$ cat src/hdl/zcns_pkg.sv
// Shared types and codes for the zone containment and nearest-centre search block.
package zcns_pkg;

   localparam int COORD_W = 12;
   localparam int POINT_W = 13;
   localparam int LEFT_W  = 14;
   localparam int DIFF_W  = 16;
   localparam int SQ_W    = 30;
   localparam int DSQ_W   = 31;
   localparam int DIST_W  = 36;
   localparam int ZIDX_W  = 7;
   localparam int HELD_W  = 8;
   localparam int CSR_AW  = 3;
   localparam int CSR_DW  = 32;

   localparam logic [11:0] FIELD_LENGTH_RESET = 12'd3000;

   localparam logic [1:0] REQ_CLEAR = 2'd0;
   localparam logic [1:0] REQ_ADD   = 2'd1;

   localparam logic [2:0] STATUS_ADDED    = 3'd0;
   localparam logic [2:0] STATUS_FULL     = 3'd1;
   localparam logic [2:0] STATUS_BAD_SIZE = 3'd2;
   localparam logic [2:0] STATUS_INSIDE   = 3'd3;
   localparam logic [2:0] STATUS_NEAREST  = 3'd4;
   localparam logic [2:0] STATUS_EMPTY    = 3'd5;

   localparam logic CSR_MIRROR = 1'b0;
   localparam logic CSR_FIELD  = 1'b1;

   typedef struct packed {
      logic signed [LEFT_W-1:0] left;
      logic [COORD_W-1:0]       bottom;
      logic [COORD_W-1:0]       span_x;
      logic [COORD_W-1:0]       span_y;
   } zone_type;

   typedef struct packed {
      logic             valid;
      logic             hit;
      logic [DSQ_W-1:0] dist_sq;
   } eval_type;

endpackage

$ cat src/hdl/zcns_zone_eval.sv
// Pipelined zone evaluator: containment test and squared doubled-centre distance.
module zcns_zone_eval
   import zcns_pkg::*;
#(
   parameter int IDX_W = 7
) (
   input  logic                      clock,
   input  logic                      reset,
   input  logic                      ent_valid,
   input  logic [IDX_W-1:0]          ent_idx,
   input  zone_type                  ent_zone,
   input  logic signed [POINT_W-1:0] point_x,
   input  logic signed [POINT_W-1:0] point_y,
   output eval_type                  res,
   output logic [IDX_W-1:0]          res_idx
);

   logic signed [LEFT_W:0]   l15, b15, r15, t15, px15, py15;
   logic signed [DIFF_W-1:0] lx2, by2, sx16, sy16, px2, py2, dx, dy;
   logic                     contained;
   logic signed [31:0]       prod_x, prod_y;

   logic                     s1_valid_ff, s1_hit_ff;
   logic signed [DIFF_W-1:0] s1_dx_ff, s1_dy_ff;
   logic [IDX_W-1:0]         s1_idx_ff;
   logic                     s2_valid_ff, s2_hit_ff;
   logic [SQ_W-1:0]          s2_sqx_ff, s2_sqy_ff;
   logic [IDX_W-1:0]         s2_idx_ff;

   always_comb begin
      l15  = {ent_zone.left[LEFT_W-1], ent_zone.left};
      b15  = {3'b000, ent_zone.bottom};
      r15  = l15 + {3'b000, ent_zone.span_x};
      t15  = b15 + {3'b000, ent_zone.span_y};
      px15 = {{2{point_x[POINT_W-1]}}, point_x};
      py15 = {{2{point_y[POINT_W-1]}}, point_y};
      contained = (l15 < px15) && (b15 < py15) && (r15 > px15) && (t15 > py15);

      lx2  = {ent_zone.left[LEFT_W-1], ent_zone.left, 1'b0};
      by2  = {3'b000, ent_zone.bottom, 1'b0};
      sx16 = {4'b0000, ent_zone.span_x};
      sy16 = {4'b0000, ent_zone.span_y};
      px2  = {{2{point_x[POINT_W-1]}}, point_x, 1'b0};
      py2  = {{2{point_y[POINT_W-1]}}, point_y, 1'b0};
      dx   = lx2 + sx16 - px2;
      dy   = by2 + sy16 - py2;
   end

   assign prod_x = s1_dx_ff * s1_dx_ff;
   assign prod_y = s1_dy_ff * s1_dy_ff;

   always_ff @(posedge clock) begin
      if (reset) begin
         s1_valid_ff <= 1'b0;
         s2_valid_ff <= 1'b0;
      end else begin
         s1_valid_ff <= ent_valid;
         s2_valid_ff <= s1_valid_ff;
      end
      s1_hit_ff    <= contained;
      s1_dx_ff     <= dx;
      s1_dy_ff     <= dy;
      s1_idx_ff    <= ent_idx;
      s2_hit_ff    <= s1_hit_ff;
      s2_sqx_ff    <= prod_x[SQ_W-1:0];
      s2_sqy_ff    <= prod_y[SQ_W-1:0];
      s2_idx_ff    <= s1_idx_ff;
   end

   assign res.valid   = s2_valid_ff;
   assign res.hit     = s2_hit_ff;
   assign res.dist_sq = {1'b0, s2_sqx_ff} + {1'b0, s2_sqy_ff};
   assign res_idx     = s2_idx_ff;

endmodule

$ cat config.mk
export PLATFORM = sky130hd
export DESIGN_NAME = zcns_zone_eval
export DESIGN_NICKNAME = d
export VERILOG_FILES = /design/src/hdl/zcns_pkg.sv /design/src/hdl/zcns_zone_eval.sv
export SDC_FILE = /design/constraint.sdc
export NUM_CORES = 1
export LEC_CHECK = 0
export ABC_AREA = 1
export CORE_UTILIZATION = 45
export DETAILED_ROUTE_END_ITERATION = 6
export DONT_BUFFER_PORTS = 1
export GPL_TIMING_DRIVEN = 0
export PLACE_DENSITY = 0.7
export SETUP_SLACK_MARGIN = 0.15
export SYNTH_ARGS = -nofsm -noshare
export SYNTH_HDL_FRONTEND = slang
export SYNTH_SLANG_ARGS = --single-unit
$ cat constraint.sdc
create_clock -name clock -period 5.35 [get_ports clock]
set_clock_uncertainty 0.15 [all_clocks]
set_input_delay 1.605 -clock clock [delete_from_list [all_inputs] [get_ports clock]]
set_output_delay 1.605 -clock clock [all_outputs]
set_load 0.005 [all_outputs]
==> qor_table.md <==
| Metric | This run | Unit |
| --- | --- | --- |
| Number of hold violations in the final report | 0 | - |
| Site Rows | 89 | - |
| Number of nets still failing antenna checks after routing | 0 | - |
| Routability cong. | 0.9250 | - |
| Slowest cell on the critical path | sky130_fd_sc_hd__fa_2 | - |
| Area share of fa/ha/maj cells after synthesis | 49.27 | % |
| Width of the die | 245.9 | um |
| # clock sinks | 108 | - |
| Total iterations of the first detailed-routing run | 5 | - |
| Synthesized-area fraction occupied by ao, oa, aoi and oai cells | 5.913 | % |
| Initial cell density of the core | 45.44 | % |
| Buffer type at the clock tree root | sky130_fd_sc_hd__clkbuf_16 | - |
| Hold path startpoint | s1_idx_ff[5]$_DFF_P_ | - |
| Crit Path Max Fanout | 8 | - |
| Worst R2R End | s2_sqy_ff[29]$_DFF_P_ | - |
| N_diodes | 0 | - |
| Total Routed Length | 70,310 | um |
| Worst Slack Setup Final | -0.3958 | ns |
| Most common cell after layout, fill and taps aside | sky130_fd_sc_hd__inv_1 | - |
| Die Footprint | 60,460 | um^2 |
| Avg Inst Size Synth | 7.693 | um^2 |
| Failing checks | negative setup slack | - |
| Crit path DAT | 5.87 | ns |
| Result of the run | complete, but fails checks | - |
| Total GRT Usage | 23.44 | % |
| Synthesized-area fraction occupied by and/or/nand/nor cells | 17.30 | % |
| Critical Path RT | 5.48 | ns |
| Category of cells accounting for the largest share of critical-path delay | adder cells | - |
| Yosys warning total | 0 | - |
| Number of enable-type register cells in the synthesized netlist | 0 | - |
| Worst Setup End Kind | register | - |
| Clock tree from TritonCTS | built | - |
| Sum of negative setup slack | -2.725 | ns |
| Count of input and output buffers | 0 | - |
| Count of vias placed by the detailed router | 21,900 | - |
| Multiplexer share of the synthesized area | 0 | % |
| Dominant combinational cell family by area after synthesis | adder cells | - |
| H-tree depth reported by CTS | 3 | - |
| Sequential fraction of the synthesis area | 8.078 | % |
| Max-slew headroom at the worst pin | 50.40 | % |
| Share of cells above drive strength 1 | 15.69 | % |
| Sort of element at the start of the critical path | register | - |
| Xor/xnor share of the synthesized area | 4.647 | % |
| Area Overhead vs Synth | 16.45 | % |
| Worst path bufs/invs | 8 | - |
| Pins over their slew limit | 0 | - |
| Max stage delay on crit path | 0.60 | ns |
| Startpoint of the worst setup timing path | s1_dy_ff[15]$_DFF_P_ | - |
| Synthesized instance count | 3,479 | - |
| Number of vias per cell | 5.035 | - |
| Nets in the synthesized netlist | 4,340 | - |
| Setup-failing EPs final | 23 | - |
| Number of antenna violations at the first check in global routing | 0 | - |
| Worst setup slack for register-to-register paths | -0.40 | ns |
| Worst setup slack before clock tree synthesis | -0.9145 | ns |
| Register clock-pin slew on the reported worst setup and hold paths | 0.07 | ns |
| Max Buffers Root-to-Sink | 2 | - |
| Worst-case reg-to-reg path depth | 23 | - |
| DRC | 0 | - |
| Crit path time final | 5.746 | ns |
| Vert. Die Dim | 245.9 | um |
| Post-Layout Cell Count | 4,349 | - |
| CTS buffer count | 9 | - |
| Area of the core region | 58,910 | um^2 |
| Worst r2r src | s1_dy_ff[15]$_DFF_P_ | - |
| Cell breakdown of the critical path | clkbuf_16 -> buf_12 -> nand2_8 -> inv_6 -> fa_2 -> inv_2 -> fa_2 -> buf_12 -> fa_1 -> fa_1 -> fa_1 -> fa_2 -> inv_2 -> ha_4 -> inv_4 -> nor3_4 -> nand2_2 -> nor3_2 -> nand2_2 -> nand3_4 -> inv_2 -> nand2_2 -> nand2_2 | - |
| End point of the worst hold path | res_idx[5]$_DFF_P_ | - |
| Mapped cell area | 26,770 | um^2 |
| Unrepaired setup endpoints after global routing | yes | - |
| Yosys reg bits | 108 | - |
| Top achievable clock speed | 174.0 | MHz |
| Average wire length per cell after detail routing | 16.17 | um |
| Number of nets in the layout | 4,432 | - |
| Most used cell, CP | sky130_fd_sc_hd__nand2_2 | - |
| Worst Tran Pin Value | 0.7441 | ns |
| Async set-or-reset flop fraction in the synthesized netlist | 0 | % |
| Share of the clock period used by the worst path after layout | 107.4 | % |
| Maximum number of pins on one net before global-route repair | 20 | - |
| First-pass GRT wire length | 111,600 | um |
| Class of the worst hold path | register to register | - |
| Setup CP Type | register to register | - |
| Max-cap violations | 0 | - |
| Most instantiated flip-flop cell in the synthesis netlist | sky130_fd_sc_hd__dfxtp_1 | - |
| Post-DP HPWL | 57,320 | um |
| Initial detailed-routing violation count | 1,397 | - |
| Leading cell types in the layout, fill and taps excluded | sky130_fd_sc_hd__inv_1 (913), sky130_fd_sc_hd__nand2_1 (650), sky130_fd_sc_hd__fa_1 (429) | - |
| Hold path depth | 0 | - |
| Worst skew pair latency | 0.40 | ns |
| Boundary Pins | 126 | - |
| Cells after DPL | 4,252 | - |
| Number of distinct standard cells referenced by the synthesized netlist | 43 | - |
| Via count of the first global-routing pass | 22,590 | - |
| GRT Residual Overflow | 0 | - |
==> cell type report <==
| class | instances | area (um^2) |
|---|---|---|
| Fill cell | 5264 | 27740 |
| Multi-Input combinational cell | 2320 | 22190 |
| Inverter | 986 | 3722 |
| Sequential cell | 108 | 2218 |
| Buffer | 65 | 1031 |
| Tap cell | 773 | 967.2 |
| Timing Repair Buffer | 81 | 748.2 |
| Clock buffer | 10 | 239.0 |
| Clock inverter | 6 | 56.30 |
==> cells by family after synthesis <==
kind of cell	count (synthesis)
adder cells (fa/ha/maj)	775
AO/OA/AOI/OAI	282
XOR/XNOR	142
buffers and inverters	1051
AND/OR/NAND/NOR	1121
flip-flops	108
==> cell usage after synthesis, drive strengths merged, types with 3 or more instances <==
master  number  area share, %
nand2      749             11
buf          6           0.14
a21oi      156            2.9
o21bai      18           0.50
o31ai        3          0.084
a21o        18           0.50
fa         465             35
inv        984             14
nor2       173            2.5
ha         310             14
o21a         8           0.22
nand3b       5           0.14
nor3        30           0.66
xor2       108            3.5
xnor2       34            1.1
o211ai       3           0.10
nand4       27           0.63
clkbuf      59           0.83
o21ai       59            1.1
nand3      132            2.6
or2          4          0.094
a31o         3          0.098
a31oi        8           0.19
dfxtp      108            8.1
==> state kept, by name, indices dropped and copies added (netlist names) <==
| name | count |
|---|---|
| res_idx | 7 |
| s2_hit_ff | 1 |
| s1_hit_ff | 1 |
| s2_sqy_ff | 29 |
| s1_idx_ff | 7 |
| s1_valid_ff | 1 |
| s2_sqx_ff | 29 |
| s2_valid_ff | 1 |
| s1_dx_ff | 16 |
| s1_dy_ff | 16 |
==> worst max path at each step <==
stage | to | slack, ns | depth (start not counted)
CTS | s2_sqy_ff[29]$_DFF_P_ | -0.32 | 23
floorplan | s2_sqy_ff[29]$_DFF_P_ | 0.07 | 22
finish | s2_sqy_ff[29]$_DFF_P_ | -0.40 | 23
detailed placement | s2_sqx_ff[19]$_DFF_P_ | -0.91 | 24
global route | s2_sqy_ff[29]$_DFF_P_ | -0.51 | 22
global placement | s2_sqx_ff[20]$_DFF_P_ | -0.92 | 23
==> layer usage <==
layer	up-vias	global-route usage, %	wire, um
li1	10510	-	-
met3	148	5.489	5834
met5	-	0	0
met2	794	39.51	33160
met1	10450	29.83	29160
met4	0	6.613	2148
==> per-stage QoR <==
| stage | hold WS, ns | utilization, % | area (um^2) |
|---|---|---|---|
| 5_1_grt | 0.1890 | 52.91 | 31170 |
| 4_1_cts | 0.1833 | 51.26 | 30200 |
| 3_5_place_dp | 0.1644 | 47.55 | 28010 |
| 2_1_floorplan | 0.1596 | - | 27040 |
| 6_report | 0.1798 | 52.91 | 31170 |
| 3_3_place_gp | 0.1607 | 47.55 | 28010 |
==> worst reg2reg max path, delay by kind of cell, from the launching register on <==
family / cells / cell delay [ns]
fa+ha+maj: 7 / 3.49
simple gates: 8 / 0.97
buf+inv: 8 / 0.68
flops: 1 / 0.35
==> repair_timing <==
item / CTS / global route
gates resized for setup: 362 / 247
pin swaps: 113 / 113
cloned: 0 / 2
hold buffers: 0 / 0
setup buffers: 53 / 26
setup endpoints to repair: 43 / 40
Power is left out: the tool's default activity adds up to more than one toggle a clock period on the data nets, which glitch-free logic cannot reach.
